### src/design/lpbf_pkg.sv
// types and constants of the led progress bar fader
package lpbf_pkg;

  localparam logic [1:0] REQ_CMD   = 2'd0;
  localparam logic [1:0] REQ_TICK  = 2'd1;
  localparam logic [1:0] REQ_FRAME = 2'd2;

  localparam int CFG_IDX_W = 1;
  localparam logic [CFG_IDX_W-1:0] CFG_GROUP  = 1'd0;
  localparam logic [CFG_IDX_W-1:0] CFG_DEVICE = 1'd1;

  localparam logic [7:0] MODE_PROGRESS = 8'd0;
  localparam logic [7:0] TARGET_ALL   = 8'hFF;
  localparam logic [7:0] SOLID_TARGET = 8'd100;
  localparam logic [14:0] ROUND_BIAS  = 15'd50;
  localparam logic [15:0] PERCENT     = 16'd100;

  localparam int SCALE_W  = 15;
  localparam int NUM_W    = 24;
  localparam int SER_STEPS = 8;
  localparam int SER_CNT_W = 4;

  typedef enum logic [5:0] {
    ST_IDLE  = 6'b000001,
    ST_MUL   = 6'b000010,
    ST_DIV1  = 6'b000100,
    ST_SCALE = 6'b001000,
    ST_DIV2  = 6'b010000,
    ST_EMIT  = 6'b100000
  } state_t;

endpackage

### src/design/lpbf_ser_mul.sv
// bit-serial shift-add multiplier, 16 x 8, one multiplier bit per cycle
module lpbf_ser_mul (
  input  logic                        clk,
  input  logic                        rst,
  input  logic                        start,
  input  logic [15:0]                 a,
  input  logic [7:0]                  b,
  output logic                        done,
  output logic [lpbf_pkg::NUM_W-1:0]  prod
);

  logic                           busy;
  logic [lpbf_pkg::SER_CNT_W-1:0] cnt;
  logic [lpbf_pkg::NUM_W-1:0]     mcand;
  logic [7:0]                     mplier;

  always_ff @(posedge clk) begin
    if (rst) begin
      busy <= 1'b0;
      done <= 1'b0;
      cnt  <= '0;
    end else begin
      done <= 1'b0;
      if (start) begin
        busy <= 1'b1;
        cnt  <= lpbf_pkg::SER_CNT_W'(lpbf_pkg::SER_STEPS);
      end else if (busy) begin
        cnt <= cnt - 1'b1;
        if (cnt == lpbf_pkg::SER_CNT_W'(1)) begin
          busy <= 1'b0;
          done <= 1'b1;
        end
      end
    end
  end

  always_ff @(posedge clk) begin
    if (start) begin
      prod   <= '0;
      mcand  <= lpbf_pkg::NUM_W'(a);
      mplier <= b;
    end else if (busy) begin
      if (mplier[0]) begin
        prod <= prod + mcand;
      end
      mcand  <= mcand << 1;
      mplier <= mplier >> 1;
    end
  end

endmodule

### src/design/lpbf_ser_div.sv
// bit-serial restoring divider, 8-bit quotient, one quotient bit per cycle
module lpbf_ser_div (
  input  logic                        clk,
  input  logic                        rst,
  input  logic                        start,
  input  logic [lpbf_pkg::NUM_W-1:0]  dividend,
  input  logic [15:0]                 divisor,
  output logic                        done,
  output logic [7:0]                  quotient,
  output logic                        rem_nz
);

  logic                           busy;
  logic [lpbf_pkg::SER_CNT_W-1:0] cnt;
  logic [15:0]                    rem;
  logic [7:0]                     lo;
  logic [16:0]                    trial;
  logic [16:0]                    diff;
  logic                           ge;

  // upper dividend bits are known to be below the divisor
  assign trial  = {rem, lo[7]};
  assign ge     = trial >= {1'b0, divisor};
  assign diff   = trial - {1'b0, divisor};
  assign rem_nz = rem != 16'd0;

  always_ff @(posedge clk) begin
    if (rst) begin
      busy <= 1'b0;
      done <= 1'b0;
      cnt  <= '0;
    end else begin
      done <= 1'b0;
      if (start) begin
        busy <= 1'b1;
        cnt  <= lpbf_pkg::SER_CNT_W'(lpbf_pkg::SER_STEPS);
      end else if (busy) begin
        cnt <= cnt - 1'b1;
        if (cnt == lpbf_pkg::SER_CNT_W'(1)) begin
          busy <= 1'b0;
          done <= 1'b1;
        end
      end
    end
  end

  always_ff @(posedge clk) begin
    if (start) begin
      rem      <= dividend[23:8];
      lo       <= dividend[7:0];
      quotient <= '0;
    end else if (busy) begin
      rem      <= ge ? diff[15:0] : trial[15:0];
      lo       <= lo << 1;
      quotient <= {quotient[6:0], ge};
    end
  end

endmodule

### src/design/led_progress_bar_fader_core.sv
// top level of the led progress bar fader: command filter, fade state and frame output
// commands, ticks and unused requests: one transfer per cycle, taken in the idle state
// first led of a frame: fading runs the multiply, fade division and scale states, else only
// scale; progress mode then adds the percent division; then LED_COUNT led transfers
// follow, and the next input transfer can follow the last led in the cycle after it
// synchronous reset clears the fade state but for the fade value and lit count, and both configuration registers
module led_progress_bar_fader_core #(
  parameter int LED_COUNT = 32
) (
  input  logic                            clk,
  input  logic                            rst,
  input  logic                            cfg_valid,
  output logic                            cfg_ready,
  input  logic [lpbf_pkg::CFG_IDX_W-1:0]  cfg_index,
  input  logic [7:0]                      cfg_data,
  input  logic                            in_valid,
  output logic                            in_ready,
  input  logic [1:0]                      req_type,
  input  logic [7:0]                      cmd_group,
  input  logic [7:0]                      cmd_target,
  input  logic [7:0]                      cmd_mode,
  input  logic [7:0]                      cmd_value,
  input  logic [7:0]                      cmd_red,
  input  logic [7:0]                      cmd_green,
  input  logic [7:0]                      cmd_blue,
  input  logic [15:0]                     cmd_fade_ms,
  output logic                            out_valid,
  input  logic                            out_ready,
  output logic [5:0]                      led_index,
  output logic [7:0]                      red,
  output logic [7:0]                      green,
  output logic [7:0]                      blue,
  output logic                            last
);

  localparam logic [5:0] LAST_IDX = 6'(LED_COUNT - 1);

  lpbf_pkg::state_t state, state_next;

  logic [7:0]  own_group;
  logic [7:0]  device_id;
  logic        solid_mode;
  logic [7:0]  target_value;
  logic [7:0]  start_value;
  logic [7:0]  colour_red;
  logic [7:0]  colour_green;
  logic [7:0]  colour_blue;
  logic [15:0] fade_length;
  logic [15:0] elapsed_ms;

  logic [7:0]  eff;
  logic [7:0]  lit;
  logic [5:0]  idx;

  logic        in_xfer;
  logic        out_xfer;
  logic        cmd_hit;
  logic        fading;
  logic        down;
  logic [7:0]  delta;
  logic [7:0]  step;

  logic                        mul_start;
  logic                        mul_done;
  logic [lpbf_pkg::NUM_W-1:0]  prod;
  logic                        div_start;
  logic [lpbf_pkg::NUM_W-1:0]  div_dividend;
  logic [15:0]                 div_divisor;
  logic                        div_done;
  logic [7:0]                  quotient;
  logic                        rem_nz;
  logic [lpbf_pkg::SCALE_W-1:0] scaled;
  logic                        on;

  assign cfg_ready = 1'b1;
  assign in_ready  = state == lpbf_pkg::ST_IDLE;
  assign out_valid = state == lpbf_pkg::ST_EMIT;
  assign in_xfer   = in_valid && in_ready;
  assign out_xfer  = out_valid && out_ready;

  assign cmd_hit = (cmd_group == own_group) &&
                   ((cmd_target == lpbf_pkg::TARGET_ALL) || (cmd_target == device_id));
  assign fading  = (fade_length != 16'd0) && (elapsed_ms < fade_length);
  assign down    = target_value < start_value;
  assign delta   = down ? start_value - target_value : target_value - start_value;
  assign step    = quotient + 8'(rem_nz);

  assign scaled = lpbf_pkg::SCALE_W'(eff) * lpbf_pkg::SCALE_W'(LED_COUNT)
                + lpbf_pkg::ROUND_BIAS;

  assign mul_start = in_xfer && (req_type == lpbf_pkg::REQ_FRAME) && fading;
  assign div_start = ((state == lpbf_pkg::ST_MUL) && mul_done) ||
                     ((state == lpbf_pkg::ST_SCALE) && !solid_mode);

  // the divisor is held for the whole fade division
  always_comb begin
    if ((state == lpbf_pkg::ST_MUL) || (state == lpbf_pkg::ST_DIV1)) begin
      div_dividend = prod;
      div_divisor  = fade_length;
    end else begin
      div_dividend = lpbf_pkg::NUM_W'(scaled);
      div_divisor  = lpbf_pkg::PERCENT;
    end
  end

  lpbf_ser_mul u_mul (
    .clk   (clk),
    .rst   (rst),
    .start (mul_start),
    .a     (elapsed_ms),
    .b     (delta),
    .done  (mul_done),
    .prod  (prod)
  );

  lpbf_ser_div u_div (
    .clk      (clk),
    .rst      (rst),
    .start    (div_start),
    .dividend (div_dividend),
    .divisor  (div_divisor),
    .done     (div_done),
    .quotient (quotient),
    .rem_nz   (rem_nz)
  );

  always_comb begin
    state_next = state;
    case (state)
      lpbf_pkg::ST_IDLE: begin
        if (in_xfer && (req_type == lpbf_pkg::REQ_FRAME)) begin
          state_next = fading ? lpbf_pkg::ST_MUL : lpbf_pkg::ST_SCALE;
        end
      end
      lpbf_pkg::ST_MUL: begin
        if (mul_done) begin
          state_next = lpbf_pkg::ST_DIV1;
        end
      end
      lpbf_pkg::ST_DIV1: begin
        if (div_done) begin
          state_next = lpbf_pkg::ST_SCALE;
        end
      end
      lpbf_pkg::ST_SCALE: begin
        state_next = solid_mode ? lpbf_pkg::ST_EMIT : lpbf_pkg::ST_DIV2;
      end
      lpbf_pkg::ST_DIV2: begin
        if (div_done) begin
          state_next = lpbf_pkg::ST_EMIT;
        end
      end
      lpbf_pkg::ST_EMIT: begin
        if (out_xfer && (idx == LAST_IDX)) begin
          state_next = lpbf_pkg::ST_IDLE;
        end
      end
      default: state_next = lpbf_pkg::ST_IDLE;
    endcase
  end

  always_ff @(posedge clk) begin
    if (rst) begin
      state        <= lpbf_pkg::ST_IDLE;
      own_group    <= '0;
      device_id    <= '0;
      solid_mode   <= 1'b0;
      target_value <= '0;
      start_value  <= '0;
      colour_red   <= '0;
      colour_green <= '0;
      colour_blue  <= '0;
      fade_length  <= '0;
      elapsed_ms   <= '0;
      idx          <= '0;
    end else begin
      state <= state_next;
      if (cfg_valid && cfg_ready) begin
        if (cfg_index == lpbf_pkg::CFG_GROUP) begin
          own_group <= cfg_data;
        end
        if (cfg_index == lpbf_pkg::CFG_DEVICE) begin
          device_id <= cfg_data;
        end
      end
      if (in_xfer && (req_type == lpbf_pkg::REQ_CMD) && cmd_hit) begin
        solid_mode   <= cmd_mode != lpbf_pkg::MODE_PROGRESS;
        colour_red   <= cmd_red;
        colour_green <= cmd_green;
        colour_blue  <= cmd_blue;
        fade_length  <= cmd_fade_ms;
        elapsed_ms   <= '0;
        start_value  <= target_value;
        target_value <= (cmd_mode != lpbf_pkg::MODE_PROGRESS) ? lpbf_pkg::SOLID_TARGET
                                                               : cmd_value;
      end
      if (in_xfer && (req_type == lpbf_pkg::REQ_TICK) && (elapsed_ms < fade_length)) begin
        elapsed_ms <= elapsed_ms + 16'd1;
      end
      if (state == lpbf_pkg::ST_SCALE) begin
        idx <= '0;
      end else if (out_xfer) begin
        idx <= idx + 6'd1;
      end
    end
  end

  // fade value and lit count
  always_ff @(posedge clk) begin
    if (in_xfer && !fading) begin
      eff <= target_value;
    end else if ((state == lpbf_pkg::ST_DIV1) && div_done) begin
      eff <= down ? start_value - step : start_value + quotient;
    end
    if ((state == lpbf_pkg::ST_SCALE) && solid_mode) begin
      lit <= 8'(LED_COUNT);
    end else if ((state == lpbf_pkg::ST_DIV2) && div_done) begin
      lit <= quotient;
    end
  end

  assign on        = {2'b00, idx} < lit;
  assign led_index = idx;
  assign red       = on ? colour_red : 8'd0;
  assign green     = on ? colour_green : 8'd0;
  assign blue      = on ? colour_blue : 8'd0;
  assign last      = idx == LAST_IDX;

endmodule

### config.mk
export PLATFORM = sky130hd
export DESIGN_NAME = led_progress_bar_fader_core
export DESIGN_NICKNAME = d
export VERILOG_FILES = /design/src/design/lpbf_pkg.sv /design/src/design/lpbf_ser_mul.sv /design/src/design/lpbf_ser_div.sv /design/src/design/led_progress_bar_fader_core.sv
export SDC_FILE = /design/constraint.sdc
export NUM_CORES = 1
export LEC_CHECK = 0
export ABC_AREA = 1
export BUFFER_PORTS_ARGS = -buffer_cell sky130_fd_sc_hd__buf_2
export CORE_MARGIN = 2
export CORE_UTILIZATION = 45
export DETAILED_ROUTE_END_ITERATION = 12
export PLACE_DENSITY = 0.62
export SKIP_CTS_REPAIR_TIMING = 1
export SLEW_MARGIN = 5
export SYNTH_ARGS = -nofsm -noshare
export SYNTH_HDL_FRONTEND = slang
export SYNTH_SLANG_ARGS = --single-unit
### constraint.sdc
create_clock -name clk -period 3.5 [get_ports clk]
set_input_delay 0.35 -clock clk [delete_from_list [all_inputs] [get_ports clk]]
set_output_delay 0.35 -clock clk [all_outputs]
set_load 0.01 [all_outputs]
==> results.sh, run 1 <==
export IMPL_status="completed"
export IMPL_wire_per_inst_um=15.25
export IMPL_crit_start="u_div.rem[8]"
export IMPL_rows=65
export IMPL_synth_top_cell_area_share_pct=22.42
export IMPL_use_met2_pct=41.49
export IMPL_crit_buf_inv=2
export IMPL_io_buffers=120
export IMPL_cpMaxStageDelayCell="fa_1"
export IMPL_numClockSinks=217
export IMPL_antenna_found_initial=0
export IMPL_setup_worst_path_end="eff[6]"
export IMPL_cts_root_buffer="clkbuf_16"
export IMPL_critical_path_max_stage_delay_ns=0.47
export IMPL_firstDrtPassIters=6
export IMPL_fin_crit_ns=3.301
export IMPL_leakage_nw=7.796
export IMPL_syn_inst=2089
export IMPL_drv_cap=0
export IMPL_htreeDepth=1
export IMPL_worst_setup_path_end_kind="flip-flop"
export IMPL_pre_cts_slack_ns=0.06373
export IMPL_drtAntennaViolNets=0
export IMPL_grt_pass1_vias=13000
export IMPL_ys_seq_area_share_pct=34.12
export IMPL_ff2ff_setup_slack_ns=0.20
export IMPL_yosysWarnings=0
export IMPL_via_per_inst=5.191
export IMPL_p_per_area_nw_per_um2=433.5
export IMPL_fin_hold_ws_ns=0.01836
export IMPL_arrival_ns=3.59
export IMPL_gp_congestion=0.9301
export IMPL_vias=13640
export IMPL_clock_skew_ns=0.02517
export IMPL_crit_family="simple AND/OR/NAND/NOR gates"
export IMPL_setup_viol=0
export IMPL_die_area_um2=33390
export IMPL_die_w_um=182.7
export IMPL_overflow=0
export IMPL_grt_use_total_pct=23.88
export IMPL_hold_violations=0
export IMPL_required_ns=3.79
export IMPL_synth_edf_count=56
export IMPL_synth_largest_area_cell="dfxtp_1"
export IMPL_busiest_layer="met2"
export IMPL_critical_path_max_fanout=3
export IMPL_ys_flop_type="dfxtp_1"
export IMPL_timing_rr_end="eff[6]"
export IMPL_layout_filler_cells=3203
export IMPL_clock_latency_ns=0.55
export IMPL_routed_wl_um=40090
export IMPL_dp_hpwl_um=30160
export IMPL_num_antenna_cells=0
export IMPL_min_path_type="in2reg"
export IMPL_r2r_cells=18
export IMPL_io_pins=122
export IMPL_die_h_um=182.7
export IMPL_core_um2=31470
export IMPL_start_util_pct=45.67
export IMPL_synth_area_leaders="dfxtp_1 (22%), nand2_1 (13%), edfxtp_1 (12%)"
export IMPL_synth_avg_cell_area_um2=6.881
export IMPL_max_freq_ghz=0.3030
export IMPL_vdd_drop_max_uv=340.0
export IMPL_synth_cell_types=53
export IMPL_post_route_drc_count=0
export IMPL_syn_nets=2284
export IMPL_timing_final_ws_setup_ns=0.1994
export IMPL_crit_chain="nor4_4 -> nand4_1 -> buf_4 -> fa_1 -> inv_1 -> ha_1 -> nor2_1 -> fa_1 -> nand2_1 -> nand2_1 -> a21oi_2 -> o21ai_1 -> nand2_1 -> nand2_1 -> nand3_1 -> nand2_1 -> nand2_1 -> o21ai_0"
export IMPL_r2r_start="u_div.rem[8]"
export IMPL_drive_gt1_share_pct=10.69
export IMPL_grt_pass1_wl_um=65080
export IMPL_use_met1_pct=31.25
export IMPL_cts_tree="done"
export IMPL_grt_max_degree=55
export IMPL_met3_usage_pct=3.197
export IMPL_crit_type="reg2reg"
export IMPL_async_flop_share_pct=0
export IMPL_crit_top_cell="nand2_1"
export IMPL_ys_ff_latch=217
export IMPL_clkSlewWorstSetupHoldPaths_ns=0.06
export IMPL_finalCritPeriodShare_pct=94.30
export IMPL_cts_path_max_buffers=3
export IMPL_start_kind="flip-flop"
export IMPL_maxSlewHeadroom_pct=22.99
export IMPL_fin_nets=2401
export IMPL_drt_iter0_drc=891
export IMPL_worst_path_stages=18
export IMPL_cts_inserted_buffers=26
export IMPL_slew_viol_final=0
export IMPL_worst_slew_pin_slew_ns=1.143
export IMPL_area_growth_pct=13.02
export IMPL_syn_area_um2=14380
==> layout make-up <==
type | instances | area [um2] | share of cell area [%]
multi-input combinational | 1528 | 8109 | 49.91
sequential | 217 | 4905 | 30.19
inverter | 284 | 1069 | 6.577
timing repair buffer | 149 | 818.3 | 5.037
clock buffer | 36 | 749.5 | 4.613
tap | 402 | 503.0 | 3.096
clock inverter | 12 | 93.84 | 0.5776
==> flip-flops by register name, summed over array words and instances, names as in the netlist, 8 cells and up <==
signal	count
eff	8
u_mul.prod	24
colour_green	8
u_mul.mplier	8
u_div.lo	8
target_value	8
colour_red	8
own_group	8
u_mul.mcand	24
device_id	8
u_div.rem	16
fade_length	16
u_div.quotient	8
start_value	8
elapsed_ms	16
colour_blue	8
lit	8
==> cell families after synthesis <==
group	Yosys count	share of synthesized area (%)
adders and majority gates	107	9.679
buffers and inverters	344	9.835
AOI/OAI and AO/OA	313	11.63
xor gates and xnor gates	50	3.046
muxes	2	0.1480
DFF	217	34.12
other	1	0.02609
and+or+nand+nor	1055	31.52
==> worst min-delay path, cell delays in order <==
cell and delay [ns]:
buf_2 0.07, nor2_1 0.03, nor2_1 0.08
==> stage by stage <==
step / instances / setup TNS (ns) / area, um2 / utilization [%] / power [mW]
floorplan: 2089 / 0 / 14380 / - / 4.010
global placement: 2578 / 0 / 15350 / 48.77 / 4.385
detailed placement: 2578 / 0 / 15350 / 48.77 / 4.397
CTS: 2626 / 0 / 16190 / 51.45 / 7.063
global route: 2628 / -0.03458 / 16250 / 51.62 / 7.418
finish: 2628 / 0 / 16250 / 51.62 / 7.042
==> synthesized netlist by cell type, types with 3 or more instances <==
| library cell | instances |
|---|---|
| buf_6 | 12 |
| edfxtp_1 | 56 |
| nor2_2 | 3 |
| clkinv_1 | 3 |
| xnor2_1 | 25 |
| inv_2 | 4 |
| nand3_1 | 102 |
| and2_1 | 7 |
| o21ai_1 | 10 |
| inv_1 | 276 |
| o22ai_1 | 15 |
| nand4_1 | 41 |
| o21bai_1 | 8 |
| nand2_1 | 517 |
| or2_2 | 9 |
| nor2_1 | 299 |
| buf_4 | 3 |
| a22oi_1 | 3 |
| nor2_4 | 6 |
| nand3_2 | 3 |
| buf_2 | 15 |
| a21oi_1 | 112 |
| dfxtp_1 | 161 |
| ha_1 | 100 |
| nor3_1 | 19 |
| a21o_1 | 5 |
| o21ai_0 | 144 |
| xor2_1 | 25 |
| clkbuf_1 | 28 |
| nand3_4 | 3 |
| nand3b_1 | 27 |
| nor4_1 | 7 |
| nand2_2 | 7 |
| o211ai_1 | 3 |
| fa_1 | 7 |
==> how the worst min path moves through the flow <==
stage | depth (start not counted) | end | slack, ns | from
floorplan | 2 | u_div.cnt[1] | 0.44 | u_div.cnt[1]
global placement | 2 | u_div.cnt[2] | 0.45 | u_div.cnt[2]
detailed placement | 2 | u_div.cnt[2] | 0.45 | u_div.cnt[2]
CTS | 3 | colour_red[4] | 0.004 | cmd_red[4]
global route | 3 | colour_red[2] | 0.02 | cmd_red[2]
finish | 3 | target_value[5] | 0.02 | cmd_value[5]
==> placed cells by master (no fill, tap or decap), types with 27 or more instances in the layout <==
| master | synthesis | routed |
|---|---|---|
| nand3b_1 | 27 | 27 |
| buf_4 | 3 | 29 |
| nor2_1 | 299 | 298 |
| ha_1 | 100 | 100 |
| buf_2 | 15 | 120 |
| edfxtp_1 | 56 | 56 |
| inv_1 | 276 | 276 |
| clkbuf_16 | 0 | 27 |
| nand2_1 | 517 | 517 |
| nand4_1 | 41 | 41 |
| nand3_1 | 102 | 102 |
| dfxtp_1 | 161 | 161 |
| a21oi_1 | 112 | 111 |
| o21ai_0 | 144 | 143 |
==> where the power goes <==
group	switching [mW]	internal, mW	total, mW	leakage (nW)
clock network	1.09	1.57	2.66	0.421
registers	0.134	2.76	2.89	1.82
logic	0.932	0.557	1.49	5.56
==> routing by layer <==
metal / share of wire (%) / vias up
li1: - / 6969
met1: 46 / 6283
met2: 47 / 328
met3: 4.8 / 63
met4: 2.4 / 0
met5: 0 / -
Note: power is estimated with default switching activity, not from simulation.
==> run 2: changes to the inputs <==
--- a/config.mk
+++ b/config.mk
@@ -11,6 +11,8 @@
 export CORE_UTILIZATION = 45
 export DETAILED_ROUTE_END_ITERATION = 12
 export PLACE_DENSITY = 0.62
+export REMOVE_ABC_BUFFERS = 1
+export SETUP_SLACK_MARGIN = 0.5
 export SKIP_CTS_REPAIR_TIMING = 1
 export SLEW_MARGIN = 5
 export SYNTH_ARGS = -nofsm -noshare
==> results.sh, run 2 (synthesis results as in run 1) <==
export IMPL_crit_top_cell="nand2_1"
export IMPL_drt_iter0_drc=944
export IMPL_hold_path_depth=3
export IMPL_fin_cells=2628
export IMPL_cts_root_buffer="clkbuf_16"
export IMPL_cts_tree="done"
export IMPL_p_int_mw=4.961
export IMPL_grt_pass1_vias=13360
export IMPL_p_comb_share_pct=21.4
export IMPL_crit_type="reg2reg"
export IMPL_clock_skew_ns=0.01080
export IMPL_pwr_share_clk_pct=37.9
export IMPL_dp_hpwl_um=30510
export IMPL_seqPwrFrac_pct=40.6
export IMPL_io_pins=122
export IMPL_setup_viol=0
export IMPL_final_common_cell="nand2_1"
export IMPL_rows=65
export IMPL_hold_violations=0
export IMPL_leakage_nw=7.831
export IMPL_clock_latency_ns=0.55
export IMPL_via_per_inst=5.211
export IMPL_htreeDepth=1
export IMPL_cpMaxStageDelayCell="fa_1"
export IMPL_grt_use_total_pct=24.53
export IMPL_worst_slew_pin_slew_ns=1.086
export IMPL_start_util_pct=45.67
export IMPL_routed_wl_um=41750
export IMPL_min_path_type="in2reg"
export IMPL_status="completed"
export IMPL_crit_buf_inv=1
export IMPL_die_area_um2=33390
export IMPL_antenna_found_initial=1
export IMPL_crit_chain="nor4_4 -> nand4_1 -> fa_1 -> inv_2 -> ha_4 -> nor2_4 -> fa_2 -> nand2_2 -> nand2_2 -> a21oi_2 -> o21ai_2 -> nand2_1 -> nand2_1 -> nand3_1 -> nand2_1 -> nand2_1 -> o21ai_1"
export IMPL_cts_path_max_buffers=3
export IMPL_p_switching_mw=2.219
export IMPL_post_route_drc_count=0
export IMPL_fin_nets=2400
export IMPL_drive_gt1_share_pct=12.13
export IMPL_fin_crit_ns=3.285
export IMPL_die_w_um=182.7
export IMPL_required_ns=3.79
export IMPL_slew_viol_final=0
export IMPL_die_h_um=182.7
export IMPL_vias=13690
export IMPL_dp_cells=2571
export IMPL_grt_max_degree=55
export IMPL_gp_congestion=0.9026
export IMPL_finalCritPeriodShare_pct=93.84
export IMPL_io_buffers=120
export IMPL_area_growth_pct=14.86
export IMPL_max_freq_ghz=0.3045
export IMPL_maxSlewHeadroom_pct=26.86
export IMPL_overflow=0
export IMPL_r2r_cells=17
export IMPL_fin_tns_setup_ns=0
export IMPL_critical_path_max_stage_delay_ns=0.62
export IMPL_clkSlewWorstSetupHoldPaths_ns=0.06
export IMPL_p_per_area_nw_per_um2=434.9
export IMPL_grt_pass1_wl_um=67280
export IMPL_drv_cap=0
export IMPL_start_kind="flip-flop"
export IMPL_crit_family="adder cells"
export IMPL_worst_setup_path_end_kind="flip-flop"
export IMPL_final_cell_mix="nand2_1 (511), nor2_1 (293), inv_1 (274)"
export IMPL_cts_inserted_buffers=26
export IMPL_wire_per_inst_um=15.88
export IMPL_arrival_ns=3.58
export IMPL_numClockSinks=217
export IMPL_worst_path_stages=17
export IMPL_vdd_drop_max_uv=329.7
export IMPL_drtAntennaViolNets=0
export IMPL_reg_top3="u_mul.mcand (24), u_mul.prod (24)"
export IMPL_critical_path_max_fanout=3
export IMPL_firstDrtPassIters=6
export IMPL_rsz0062_at_grt="true"
export IMPL_core_um2=31470
export IMPL_swShare_pct=30.91
## run 2: changes by cell type in the layout (fill, tap and decap cells not counted), sizes merged
cell    change
clkinv      -2
clkbuf      +2
nand2       +1
buf         -3
diode       +1
o31ai       +1
## run 2: worst paths after layout
path | start | to | slack (ns)
worst min register to register | u_div.cnt[2] | u_div.cnt[2] | 0.47
worst max register to register | u_div.rem[10] | eff[6] | 0.22
worst min-delay path | cmd_blue[1] | colour_blue[1] | 0.02
worst max-delay path | u_div.rem[10] | eff[6] | 0.22
## run 2: area by class of cell
cell class / count / area, um2
Antenna cell: 1 / 2.502
Fill cell: 3146 / 14960
Clock buffer: 38 / 777.0
Multi-Input combinational cell: 1530 / 8323
Clock inverter: 10 / 85.08
Sequential cell: 217 / 4908
Inverter: 284 / 1071
Timing Repair Buffer: 146 / 840.8
Tap cell: 402 / 503.0
## run 2: power by group through the flow
stage | sequential (mW) | combinational, mW | clock, mW
after floorplan | 2.90 | 1.08 | 0
after global placement | 2.96 | 1.43 | 0
after detailed placement | 2.96 | 1.44 | 0
after CTS | 2.91 | 1.45 | 2.78
after global routing | 2.93 | 1.74 | 2.87
final | 2.92 | 1.54 | 2.72
## run 2: layer usage
metal	up-vias	part of all wire (%)	track usage (%)
li1	6984	-	-
met2	333	49	44.61
met4	0	2.8	6.806
met5	-	0	0
met3	71	4.4	2.899
met1	6306	44	30.59
## run 2: worst min-delay path, cell delays in order
cell,delay (ns)
buf_2,0.07
nor2_1,0.03
nor2_1,0.08
## run 2: metrics by stage
| stage | instance area, um2 | power (mW) | hold WS, ns | utilization [%] | setup slack [ns] |
|---|---|---|---|---|---|
| after floorplan | 14030 | 3.986 | 0.4191 | - | 0.3479 |
| after global placement | 15310 | 4.383 | 0.4532 | 48.64 | 0.1943 |
| after detailed placement | 15310 | 4.403 | 0.4610 | 48.64 | 0.1538 |
| after CTS | 16170 | 7.137 | 0.005561 | 51.38 | 0.1490 |
| after global routing | 16510 | 7.551 | 0.01810 | 52.46 | 0.05444 |
| final | 16510 | 7.180 | 0.02381 | 52.46 | 0.2155 |
==> run 3: changes to the inputs <==
--- a/config.mk
+++ b/config.mk
@@ -6,11 +6,13 @@
 export NUM_CORES = 1
 export LEC_CHECK = 0
 export ABC_AREA = 1
-export BUFFER_PORTS_ARGS = -buffer_cell sky130_fd_sc_hd__buf_2
+export CELL_PAD_IN_SITES_DETAIL_PLACEMENT = 1
+export CELL_PAD_IN_SITES_GLOBAL_PLACEMENT = 2
 export CORE_MARGIN = 2
-export CORE_UTILIZATION = 45
+export CORE_UTILIZATION = 37
 export DETAILED_ROUTE_END_ITERATION = 12
-export PLACE_DENSITY = 0.62
+export DONT_BUFFER_PORTS = 1
+export PLACE_DENSITY = 0.81
 export REMOVE_ABC_BUFFERS = 1
 export SETUP_SLACK_MARGIN = 0.5
 export SKIP_CTS_REPAIR_TIMING = 1
==> results.sh, run 3 (synthesis results as in run 1) <==
export IMPL_drtAntennaViolNets=0
export IMPL_p_per_area_nw_per_um2=459.3
export IMPL_grt_use_total_pct=22.84
export IMPL_rows=72
export IMPL_p_int_mw=5.248
export IMPL_firstDrtPassIters=5
export IMPL_drive_gt1_share_pct=6.593
export IMPL_reg_top3="u_mul.mcand (24), u_mul.prod (24)"
export IMPL_slew_viol_final=0
export IMPL_dp_hpwl_um=35690
export IMPL_cts_tree="done"
export IMPL_die_area_um2=40440
export IMPL_io_pins=122
export IMPL_p_total_mw=7.626
export IMPL_clkSlewWorstSetupHoldPaths_ns=0.06
export IMPL_violations="negative hold slack"
export IMPL_setup_viol=0
export IMPL_met3_usage_pct=3.272
export IMPL_drt_iter0_drc=517
export IMPL_worst_slew_pin_slew_ns=0.9031
export IMPL_grt_pass1_wl_um=74930
export IMPL_vdd_drop_max_uv=353.3
export IMPL_leakage_nw=7.596
export IMPL_via_per_inst=5.064
export IMPL_required_ns=3.82
export IMPL_critical_path_max_fanout=2
export IMPL_grt_max_degree=55
export IMPL_htreeDepth=1
export IMPL_grt_pass1_vias=14170
export IMPL_drv_cap=0
export IMPL_max_freq_ghz=0.2964
export IMPL_cts_root_buffer="clkbuf_16"
export IMPL_die_w_um=201.1
export IMPL_min_path_type="in2reg"
export IMPL_post_route_drc_count=0
export IMPL_critical_path_max_stage_delay_ns=0.59
export IMPL_start_util_pct=37.37
export IMPL_seqPwrFrac_pct=38.1
export IMPL_crit_chain="nor4_2 -> buf_4 -> nand4_1 -> buf_4 -> fa_1 -> ha_2 -> nor2_4 -> fa_2 -> nand2_2 -> nand2_2 -> a21oi_2 -> o21ai_2 -> nand2_1 -> nand2_1 -> nand3_1 -> nand2_1 -> nand2_1 -> o21ai_1"
export IMPL_crit_top_cell="nand2_1"
export IMPL_fin_util_pct=43.16
export IMPL_wire_per_inst_um=17.59
export IMPL_cts_path_max_buffers=3
export IMPL_p_switching_mw=2.378
export IMPL_cpMaxStageDelayCell="fa_1"
export IMPL_final_cell_mix="nand2_1 (514), nor2_1 (297), inv_1 (275)"
export IMPL_core_um2=38470
export IMPL_p_comb_share_pct=21.3
export IMPL_use_met1_pct=28.23
export IMPL_io_buffers=0
export IMPL_vias=13610
export IMPL_hold_violations=2
export IMPL_clock_skew_ns=0.01960
export IMPL_timing_final_ws_setup_ns=0.1258
export IMPL_gp_congestion=0.9004
export IMPL_fin_crit_ns=3.374
export IMPL_die_h_um=201.1
export IMPL_crit_type="reg2reg"
export IMPL_status="finished, violations left"
export IMPL_area_growth_pct=15.50
export IMPL_rsz0062_at_grt="true"
export IMPL_routed_wl_um=47250
export IMPL_num_antenna_cells=0
export IMPL_start_kind="flip-flop"
export IMPL_maxSlewHeadroom_pct=39.57
export IMPL_fin_nets=2341
export IMPL_worst_setup_path_end_kind="flip-flop"
export IMPL_pwr_share_clk_pct=40.6
export IMPL_finalCritPeriodShare_pct=96.41
export IMPL_clock_latency_ns=0.58
export IMPL_fin_hold_ws_ns=-0.03857
export IMPL_final_common_cell="nand2_1"
export IMPL_arrival_ns=3.70
export IMPL_antenna_found_initial=0
export IMPL_swShare_pct=31.18
export IMPL_dp_cells=2576
export IMPL_cts_inserted_buffers=29
export IMPL_overflow=0
export IMPL_busiest_layer="met2"
export IMPL_use_met2_pct=40.93
export IMPL_numClockSinks=217
export IMPL_pre_cts_slack_ns=0.08384
export IMPL_fin_cells=2687
-- run 3: changes by cell type in the layout (fill, tap and decap cells not counted), moves of 3 or more --
cell           delta
nand2_4           -3
nand2_1           +3
buf_2           -120
dlygate4sd3_1    +51
ha_1              +4
clkbuf_1          +3
buf_4             +8
ha_4              -5
clkbuf_16         +3
nor2_1            +4
o21ai_0           +3
-- run 3: worst max-delay path, delay by kind of cell (launching register included) --
kind	cells	cell delay (ns)
adder cells (fa/ha/maj)	3	1.17
AND/OR/NAND/NOR	10	0.86
flip-flops	1	0.41
buffers and inverters	2	0.34
AO/OA/AOI/OAI	3	0.32
-- run 3: layout make-up --
cell class	instances	area, um2
Timing Repair Buffer	86	822.0
Inverter	284	1069
Tap cell	518	648.1
Clock buffer	45	877.1
Multi-Input combinational cell	1528	8165
Fill cell	4923	21860
Sequential cell	217	4907
Clock inverter	9	115.1
-- run 3: worst paths after layout --
kind	slack (ns)	start	depth (start not counted)	end
hold / removal	-0.04	cfg_data[2]	2	device_id[2]
setup reg to reg	0.13	u_div.rem[4]	18	eff[6]
hold reg to reg	0.48	u_div.cnt[2]	2	u_div.cnt[2]
setup / recovery	0.13	u_div.rem[4]	18	eff[6]
-- run 3: routing by layer --
metal / vias to the layer above / part of all wire [%]
li1: 6857 / -
met1: 6502 / 45
met2: 176 / 50
met3: 71 / 2.6
met4: 0 / 3.3
met5: - / 0
-- run 3: power groups by stage --
stage                     sequential, mW  combinational (mW)  clock [mW]
after floorplan                     2.90                1.08           0
after global placement              2.95                1.44           0
after detailed placement            2.96                1.48           0
after CTS                           2.90                1.49        3.17
after global routing                2.92                1.84        3.27
final                               2.91                1.62        3.10
-- run 3: stage by stage --
step                      TNS [ns]  area, um2
after detailed placement         0      14930
after global routing      -0.02222      16600
after global placement           0      14930
after CTS                        0      15930
after floorplan                  0      14030
final                            0      16600
